**src/hdl/slst_pkg.sv**
```systemverilog
package slst_pkg;

  localparam int unsigned VALUE_W      = 32;
  localparam int unsigned POS_W        = 6;
  localparam int unsigned CAPACITY_DEF = 16;

  typedef enum logic [1:0] {
    ST_IDLE   = 2'b01,
    ST_STREAM = 2'b10
  } back_state_e;

  // one queued insert request, front to back
  typedef struct packed {
    logic                      valid;
    logic signed [VALUE_W-1:0] value;
  } slst_item_t;

endpackage

```
**src/hdl/slst_if.sv**
```systemverilog
interface slst_in_if import slst_pkg::*; ();
  logic                      valid;
  logic                      ready;
  logic signed [VALUE_W-1:0] new_value;

  modport source (output valid, output new_value, input ready);
  modport sink   (input valid, input new_value, output ready);
endinterface

interface slst_out_if import slst_pkg::*; ();
  logic                      valid;
  logic                      ready;
  logic signed [VALUE_W-1:0] entry_value;
  logic        [POS_W-1:0]   entry_position;
  logic                      last_entry;
  logic                      overflow;

  modport source (output valid, output entry_value, output entry_position,
                  output last_entry, output overflow, input ready);
  modport sink   (input valid, input entry_value, input entry_position,
                  input last_entry, input overflow, output ready);
endinterface

```
**src/hdl/slst_front.sv**
```systemverilog
module slst_front import slst_pkg::*; (
  input  logic                      clk_i,
  input  logic                      rst_ni,
  input  logic                      in_valid_i,
  input  logic signed [VALUE_W-1:0] in_value_i,
  output logic                      in_ready_o,
  output slst_item_t                item_o,
  input  logic                      pop_i
);

  // two-entry queue decoupling the input from the insert/readout engine
  logic signed [VALUE_W-1:0] mem_q [2];
  logic       wr_ptr_q, wr_ptr_d;
  logic       rd_ptr_q, rd_ptr_d;
  logic [1:0] fill_q, fill_d;
  logic       push, pop;

  assign in_ready_o = (fill_q != 2'd2);
  assign push       = in_valid_i && in_ready_o;
  assign pop        = pop_i && (fill_q != 2'd0);

  assign item_o.valid = (fill_q != 2'd0);
  assign item_o.value = mem_q[rd_ptr_q];

  always_comb begin
    wr_ptr_d = push ? ~wr_ptr_q : wr_ptr_q;
    rd_ptr_d = pop  ? ~rd_ptr_q : rd_ptr_q;
    fill_d   = fill_q;
    if (push && !pop) begin
      fill_d = fill_q + 2'd1;
    end else if (pop && !push) begin
      fill_d = fill_q - 2'd1;
    end
  end

  always_ff @(posedge clk_i) begin
    if (push) begin
      mem_q[wr_ptr_q] <= in_value_i;
    end
  end

  always_ff @(posedge clk_i or negedge rst_ni) begin
    if (!rst_ni) begin
      wr_ptr_q <= 1'b0;
      rd_ptr_q <= 1'b0;
      fill_q   <= 2'd0;
    end else begin
      wr_ptr_q <= wr_ptr_d;
      rd_ptr_q <= rd_ptr_d;
      fill_q   <= fill_d;
    end
  end

endmodule

```
**src/hdl/slst_back.sv**
```systemverilog
module slst_back import slst_pkg::*; #(
  parameter int unsigned CAPACITY = CAPACITY_DEF
) (
  input  logic                      clk_i,
  input  logic                      rst_ni,
  input  slst_item_t                item_i,
  output logic                      pop_o,
  output logic                      out_valid_o,
  input  logic                      out_ready_i,
  output logic signed [VALUE_W-1:0] entry_value_o,
  output logic        [POS_W-1:0]   entry_position_o,
  output logic                      last_entry_o,
  output logic                      overflow_o
);

  localparam int unsigned CW = $clog2(CAPACITY + 1);

  logic signed [VALUE_W-1:0] store_q  [CAPACITY];
  logic signed [VALUE_W-1:0] store_d  [CAPACITY];
  logic signed [VALUE_W-1:0] shadow_q [CAPACITY];
  logic [CAPACITY-1:0]       lt;
  logic [CW-1:0]             count_q;
  logic [CW-1:0]             len_q;
  logic [CW-1:0]             pos_q;
  logic                      ovf_q;
  logic                      full;
  logic                      is_last;
  logic                      xfer;
  back_state_e               state_q, state_d;

  assign full = (count_q == CW'(CAPACITY));

  // each cell compares itself with the new value; cells below count are sorted,
  // so lt is a run of ones from the bottom up to the insert point
  always_comb begin
    for (int i = 0; i < CAPACITY; i++) begin
      lt[i] = (CW'(i) < count_q) && (store_q[i] < item_i.value);
    end
    store_d[0] = lt[0] ? store_q[0] : item_i.value;
    for (int i = 1; i < CAPACITY; i++) begin
      if (lt[i]) begin
        store_d[i] = store_q[i];
      end else if (lt[i-1]) begin
        store_d[i] = item_i.value;
      end else begin
        store_d[i] = store_q[i-1];
      end
    end
  end

  assign pop_o   = (state_q == ST_IDLE) && item_i.valid;
  assign is_last = (pos_q == len_q - CW'(1));
  assign xfer    = out_valid_o && out_ready_i;

  assign out_valid_o      = (state_q == ST_STREAM);
  assign entry_value_o    = shadow_q[0];
  assign entry_position_o = POS_W'(pos_q);
  assign last_entry_o     = is_last;
  assign overflow_o       = ovf_q;

  always_comb begin
    state_d = state_q;
    case (state_q)
      ST_IDLE: begin
        if (item_i.valid) begin
          state_d = ST_STREAM;
        end
      end
      ST_STREAM: begin
        if (xfer && is_last) begin
          state_d = ST_IDLE;
        end
      end
      default: state_d = ST_IDLE;
    endcase
  end

  // store and readout copy: payload only
  always_ff @(posedge clk_i) begin
    if (pop_o) begin
      for (int i = 0; i < CAPACITY; i++) begin
        if (!full) begin
          store_q[i] <= store_d[i];
        end
        shadow_q[i] <= full ? store_q[i] : store_d[i];
      end
      ovf_q <= full;
    end else if (xfer) begin
      for (int i = 0; i < CAPACITY - 1; i++) begin
        shadow_q[i] <= shadow_q[i+1];
      end
    end
  end

  always_ff @(posedge clk_i or negedge rst_ni) begin
    if (!rst_ni) begin
      state_q <= ST_IDLE;
      count_q <= '0;
      len_q   <= '0;
      pos_q   <= '0;
    end else begin
      state_q <= state_d;
      if (pop_o) begin
        pos_q <= '0;
        if (full) begin
          len_q <= count_q;
        end else begin
          len_q   <= count_q + CW'(1);
          count_q <= count_q + CW'(1);
        end
      end else if (xfer) begin
        pos_q <= pos_q + CW'(1);
      end
    end
  end

endmodule

```
**src/hdl/sorted_list_insert_core.sv**
```systemverilog
// Channel  Dir  Payload                                             Transfer
// in_i     in   new_value[31:0] signed                              valid && ready
// out_o    out  entry_value[31:0], entry_position[5:0],             valid && ready
//               last_entry, overflow
//
// Each insert is applied in the back engine's idle state, then the list is streamed
// one entry per cycle while the output is ready: n entries, n = list length (up to CAPACITY).
// The back engine takes no new item until the readout of the list copy ends.
// A two-entry queue lets up to two inputs be taken while a listing streams.
// Reset (rst_ni low, async) empties the list and the queue; stored values
// need no reset. A stalled output holds its entry; the queue fills behind it.
module sorted_list_insert_core import slst_pkg::*; #(
  parameter int unsigned CAPACITY = CAPACITY_DEF
) (
  input  logic              clk_i,
  input  logic              rst_ni,
  slst_in_if.sink           in_i,
  slst_out_if.source        out_o
);

  slst_item_t item;
  logic       pop;

  slst_front u_front (
    .clk_i      (clk_i),
    .rst_ni     (rst_ni),
    .in_valid_i (in_i.valid),
    .in_value_i (in_i.new_value),
    .in_ready_o (in_i.ready),
    .item_o     (item),
    .pop_i      (pop)
  );

  slst_back #(.CAPACITY(CAPACITY)) u_back (
    .clk_i            (clk_i),
    .rst_ni           (rst_ni),
    .item_i           (item),
    .pop_o            (pop),
    .out_valid_o      (out_o.valid),
    .out_ready_i      (out_o.ready),
    .entry_value_o    (out_o.entry_value),
    .entry_position_o (out_o.entry_position),
    .last_entry_o     (out_o.last_entry),
    .overflow_o       (out_o.overflow)
  );

endmodule

```
**src/flat_wrapper.sv**
```systemverilog
// flat-port wrapper written by rule: the top's interface ports become plain ports
module sorted_list_insert_core_flat import slst_pkg::*;
#(
  parameter int unsigned CAPACITY = CAPACITY_DEF
)
  (clk_i, rst_ni, in_i_valid, in_i_new_value, in_i_ready, out_o_valid, out_o_entry_value, out_o_entry_position, out_o_last_entry, out_o_overflow, out_o_ready);
  slst_in_if in_i_i ();
  slst_out_if out_o_i ();
  input  logic clk_i;
  input  logic rst_ni;
  input wire logic [$bits(in_i_i.valid)-1:0] in_i_valid;
  input wire logic [$bits(in_i_i.new_value)-1:0] in_i_new_value;
  output wire logic [$bits(in_i_i.ready)-1:0] in_i_ready;
  output wire logic [$bits(out_o_i.valid)-1:0] out_o_valid;
  output wire logic [$bits(out_o_i.entry_value)-1:0] out_o_entry_value;
  output wire logic [$bits(out_o_i.entry_position)-1:0] out_o_entry_position;
  output wire logic [$bits(out_o_i.last_entry)-1:0] out_o_last_entry;
  output wire logic [$bits(out_o_i.overflow)-1:0] out_o_overflow;
  input wire logic [$bits(out_o_i.ready)-1:0] out_o_ready;
  assign in_i_i.valid = in_i_valid;
  assign in_i_i.new_value = in_i_new_value;
  assign in_i_ready = in_i_i.ready;
  assign out_o_valid = out_o_i.valid;
  assign out_o_entry_value = out_o_i.entry_value;
  assign out_o_entry_position = out_o_i.entry_position;
  assign out_o_last_entry = out_o_i.last_entry;
  assign out_o_overflow = out_o_i.overflow;
  assign out_o_i.ready = out_o_ready;
  sorted_list_insert_core #(.CAPACITY(CAPACITY)) u_core (.clk_i(clk_i), .rst_ni(rst_ni), .in_i(in_i_i), .out_o(out_o_i));
endmodule
```
**config.mk**
```make
export PLATFORM = sky130hd
export DESIGN_NAME = sorted_list_insert_core_flat
export DESIGN_NICKNAME = d
export VERILOG_FILES = /design/src/hdl/slst_pkg.sv /design/src/hdl/slst_if.sv /design/src/hdl/slst_front.sv /design/src/hdl/slst_back.sv /design/src/hdl/sorted_list_insert_core.sv /design/src/flat_wrapper.sv
export SDC_FILE = /design/constraint.sdc
export NUM_CORES = 2
export LEC_CHECK = 0
export BUFFER_PORTS_ARGS = -buffer_cell sky130_fd_sc_hd__buf_4
export CAP_MARGIN = 20
export CORE_ASPECT_RATIO = 1.2
export CORE_MARGIN = 2
export CORE_UTILIZATION = 40
export CTS_CLUSTER_SIZE = 12
export DETAILED_ROUTE_END_ITERATION = 10
export PLACE_DENSITY = 0.55
export REMOVE_ABC_BUFFERS = 1
export SETUP_SLACK_MARGIN = 0.1
export SYNTH_ARGS = -nofsm -noshare
export SYNTH_HDL_FRONTEND = slang
export SYNTH_SLANG_ARGS = --single-unit
```
**constraint.sdc**
```tcl
create_clock -name clk_i -period 23.4 [get_ports clk_i]
set_input_delay 4.68 -clock clk_i [delete_from_list [all_inputs] [get_ports clk_i]]
set_output_delay 4.68 -clock clk_i [all_outputs]
set_load 0.02 [all_outputs]
```
# Word level (Yosys, flattened, before mapping)
# Memories as Yosys holds them, arrays and structs flattened.
# Cells that the tools add are included.
# word_totals
ramBits	1088
reg_bits	17
input_bits	36
latchBits	0
elab_cells	182
mem_count	3
out_inout_bits	42
rom_bits	0
# op_classes
n_shift	0
eq_ne	7
bitwise	18
reduce_logical	30
magnitude_cmp	32
n_addsub	5
div	0
multipliers	0
muxes	80
# memory_table
name	depth	width	rd	rd_ports_with_merged_regs	write_ports	line	rtl
u_core.u_back.shadow_q	16	32	16	0	16	slst_back.sv:20	logic signed [VALUE_W-1:0] shadow_q [CAPACITY];
u_core.u_back.store_q	16	32	16	0	16	slst_back.sv:18	logic signed [VALUE_W-1:0] store_q [CAPACITY];
u_core.u_front.mem_q	2	32	1	0	1	slst_front.sv:12	logic signed [VALUE_W-1:0] mem_q [2];
# op_table
operator	count
two-way mux 32 bit	62
less-than comparator 32 bit	16
less-than comparator 4 x 5 -> 1 bit, first input constant	8
logical AND 1 bit	23
less-than comparator 3 x 5 -> 1 bit, first input constant	4
two-way mux 5 bit	3
bitwise OR 1 bit	15
adder 5 x 1 -> 5 bit, second input constant	2
less-than comparator 1 x 5 -> 1 bit, first input constant	2
less-than comparator 2 x 5 -> 1 bit, first input constant	2
two-way mux 1 bit	10
two-way mux 2 bit	4
nonzero test 2 bit	3
== test 5 bit	1
== test 5 bit, second input constant	1
subtractor 5 x 1 -> 5 bit, second input constant	1
!= test 2 bit, second input constant	2
one-hot mux 2 bit (2 select lines)	1
AND reduction 2 bit	2
inverter 1 bit	3
adder 2 x 1 -> 2 bit, second input constant	1
== test 2 x 1 -> 1 bit, second input constant	1
== test 2 bit, second input constant	1
logical NOT 1 bit	2
other kinds (2)	2

# Longest topological paths before layout
# An unclocked memory read counts as a cell.
# logic_depth
ltp_word	7
depth_mapped	16
mapped_depth_nobuf	11

# By module
# From an unflattened synthesis, not the netlist that was laid out.
# unflattened
cells_unflattened	5958
hier_area_um2	64928.5
# by_module_without_submodules
module	cells_each	instances	seq_area_each_um2	area_per_inst_um2
slst_back	5840	1	31081.1	62269.7
slst_front	118	1	2021.9	2658.8

# Worst setup path before layout
# Ideal clock, no wire load.
# synth_timing
path_kind	flip-flop to flip-flop
start	register, netlist name u_core.u_back.len_q[0]
end	memory u_core.u_back.shadow_q[12][10], data pin
arrival_ps	25646
setup_ps	132
synth_period_minus_slack_ps	25778
path_buffers	2
required_ps	23268
path_slack_ps	-2378
stages_incl_launch_ff	11
path_cell_list	dfrtp_1 -> buf_2 -> inv_1 -> ha_1 -> nand3_1 -> inv_1 -> nor2_1 -> nand2b_1 -> buf_2 -> nor2_1 -> a221o_1
# synth_rtl
element	line
to (decl)	slst_back.sv:20

==> results.cfg <==
[yosys]
synth_fa_ha_area_share_pct = 9.20
synth_top_flop_cell = edfxtp_1
syn_area_per_cell_um2 = 10.1
synth_seq_cells = 1105
synthCells = 6719
synth-simple-area-share_pct = 14.3
postSynth.asyncResetShare_pct = 1.45
synth_top_family_by_area = compound AO/OA/AOI/OAI gates
mappedNetlistArea_mm2 = 0.0682
ys_seq_area_share_pct = 48.6
synth_xor_area_share_pct = 0.244
synth_compound_area_share_pct = 17.8
ys_warn_count = 0
yosys.cell_types.count = 87
synth_edf_count = 1089
muxShareOfSynthArea_pct = 6.47

[detailed_routing]
wl_per_cell_um = 21.2
via_count = 51300
dr.max_layer_used = met4
routed-wl-met3_mm = 7.73
met2_length_mm = 94.8
ant_nets = 0
drc_errors = 0
drt_iter0_drc = 3815
finalWirelength_mm = 188
vias_per_cell = 5.79
wl_met1_mm = 79.4
drtPass1Iterations = 5

[floorplanning]
io_pins = 78
core-area_mm2 = 0.169
initial_core_util_pct = 40.4
num_rows = 165
die_area_mm2 = 0.174
die_y_um = 456
die_w_um = 381

[sta]
relSlewSlack_pct = 21.6
clock_skew_ns = 0.0280
period_share_pct = 38.4
rsz0062_at_grt = false
worst_pin_slew_ns = 1.18
final_max_slew_viol_count = 0
layout_min_cycle_time_ns = 8.99
setup_tns_ns = 0
setup_violations = 0
fmaxAchievable_mhz = 111
hold_viol_final = 0

[clock_tree]
post-cts-setup-buffers = 0
cts_max_level = 4
cts.sinks = 1105
post_cts_resized = 0
cts_tree = done
postCtsHoldBufs = 0
path_clk_slew_ns = 0.06
cts_made_buffers = 130
clk_latency_ns = 0.79
cts_buffer_depth = 3
root_buffer = clkbuf_16

[setup_path]
crit_family = buffers and inverters
crit_slowest_cell = buf_4
startpoint_type = input pin
crit_chain = buf_4 -> nand2_4 -> nand2_4 -> buf_4 -> buf_4 -> buf_4 -> buf_4
arrival_ns = 9.38
crit_buf_inv = 5
criticalPathCategory = input pin to register
required_ns = 23.79
cp_common_cell = buf_4
crit_path_max_fanout = 63
end_kind = register
cpPeakStageDelay_ns = 0.84

[global_routing]
grt_pass1_vias = 51000
grt_use_total_pct = 21.1
antenna_found_initial = 1
grt_first_pass_wirelength_mm = 294
grt.overflow.total = 0
grt_start_max_net_pins = 176

[cells_and_area]
drive_above_1_share_pct = 9.32
n_fill_cell = 15900
nNetsFinal = 7056
design_area_mm2 = 0.0748
area_growth_pct = 9.71
fin_cells = 8867

[placed_design]
dp.cells = 8636
placedInstanceArea_mm2 = 0.0706
dp_hpwl_mm = 128
port_buffers = 76
place.gp.congestion = 0.822

[job]
cap_violations = 0

[hold_path]
hp-class = register to register

[outcome]
status = complete, no violations
==> cells by family after synthesis <==
group           count (synthesis)
flops                        1105
mux                           420
buf+inv                       576
fa+ha+maj                     501
compound gates               1946
xor+xnor                       19
other cells                     1
simple gates                 2151
==> synth_stat cells, types with 43 or more instances <==
cell type / instances / area, um^2
edfxtp_1: 1089 / 32700
nand2_1: 863 / 3240
o21ai_0: 664 / 3320
ha_1: 501 / 6270
a21oi_1: 496 / 2480
nor2_1: 452 / 1700
clkbuf_1: 388 / 1460
nand3_1: 311 / 1560
mux2i_1: 259 / 2590
mux2_2: 159 / 1790
o211ai_1: 118 / 886
or3_1: 104 / 651
a221o_1: 98 / 981
a31oi_1: 98 / 613
nand4_1: 97 / 607
a211oi_1: 91 / 683
nor3_1: 89 / 445
a21o_1: 73 / 548
and2_1: 71 / 444
buf_2: 68 / 340
a221oi_1: 43 / 377
==> worst register-to-register path, stage by stage, from the launching register on <==
cell     delay [ns]
dfrtp_2        0.45
buf_4          0.47
mux2_2         0.65
inv_2          0.09
buf_4          0.36
ha_1           0.24
nand4_1        0.14
nor3_1         0.76
nand4_1        0.16
o32ai_1        0.70
nor3_1         0.16
nor3_4         0.14
buf_4          0.49
buf_4          0.81
mux2i_1        0.46
o21ai_0        0.13
==> metal layers <==
layer,up-vias,track usage (%)
met1,24700,26.0
met4,0,7.50
li1,25100,-
met3,275,2.61
met2,1208,37.7
met5,-,0
==> registers in the layout, summed over array words and instances (netlist names) <==
| name | flops |
|---|---|
| u_core.u_back.overflow_o | 1 |
| u_core.u_front.fill_q | 2 |
| u_core.u_front.wr_ptr_q | 1 |
| u_core.u_back.len_q | 5 |
| u_core.u_front.rd_ptr_q | 1 |
| u_core.u_back.state_q | 2 |
| u_core.u_back.shadow_q | 512 |
| u_core.u_back.store_q | 512 |
| u_core.u_back.pos_q | 5 |
| u_core.u_front.mem_q | 64 |
==> through the flow <==
step           util (%)  setup WS (ns)  hold WS, ns
3_3_place_gp       41.8          13.50        0.487
4_1_cts            44.2          14.27        0.520
2_1_floorplan         -         -26.65        0.461
6_report           44.3          14.41        0.519
3_5_place_dp       41.8          13.46        0.508
5_1_grt            44.3          14.01        0.530
==> area by class of cell <==
| cell class | count | area, um^2 | area share, % |
|---|---|---|---|
| Multi-Input combinational cell | 5038 | 33100 | 44.2 |
| Tap cell | 2254 | 2820 | 3.77 |
| Inverter | 58 | 221 | 0.296 |
| Antenna cell | 1 | 2.50 | 0.00335 |
| Clock buffer | 169 | 3540 | 4.73 |
| Clock inverter | 56 | 490 | 0.656 |
| Timing Repair Buffer | 186 | 1560 | 2.08 |
| Sequential cell | 1105 | 33100 | 44.3 |
==> cell usage in the layout, fill, tap and decap left out, drive strengths merged, types with 160 or more instances in the layout <==
master | netlist | layout
o21ai | 673 | 673
a21oi | 498 | 498
buf | 129 | 186
ha | 501 | 501
nand2 | 863 | 863
mux2 | 160 | 160
nor2 | 453 | 453
edfxtp | 1089 | 1089
mux2i | 260 | 260
nand3 | 311 | 311
clkbuf | 389 | 169
==> final timing paths <==
check	cells after the start	slack, ns	start	end
min reg2reg	1	0.52	u_core.u_front.fill_q[1]	u_core.u_front.fill_q[1]
min	1	0.52	u_core.u_front.fill_q[1]	u_core.u_front.fill_q[1]
min in group asynchronous	1	3.77	rst_ni	u_core.u_front.fill_q[0]
max	7	14.41	out_o_ready	u_core.u_back.shadow_q[0][3]
max reg2reg	15	16.90	u_core.u_front.rd_ptr_q	u_core.u_back.store_q[1][2]
max in group asynchronous	1	19.36	rst_ni	u_core.u_back.state_q[0]
Power is not shown: default switching activity piles up to over one toggle a cycle in this logic, so the estimate is an artifact.
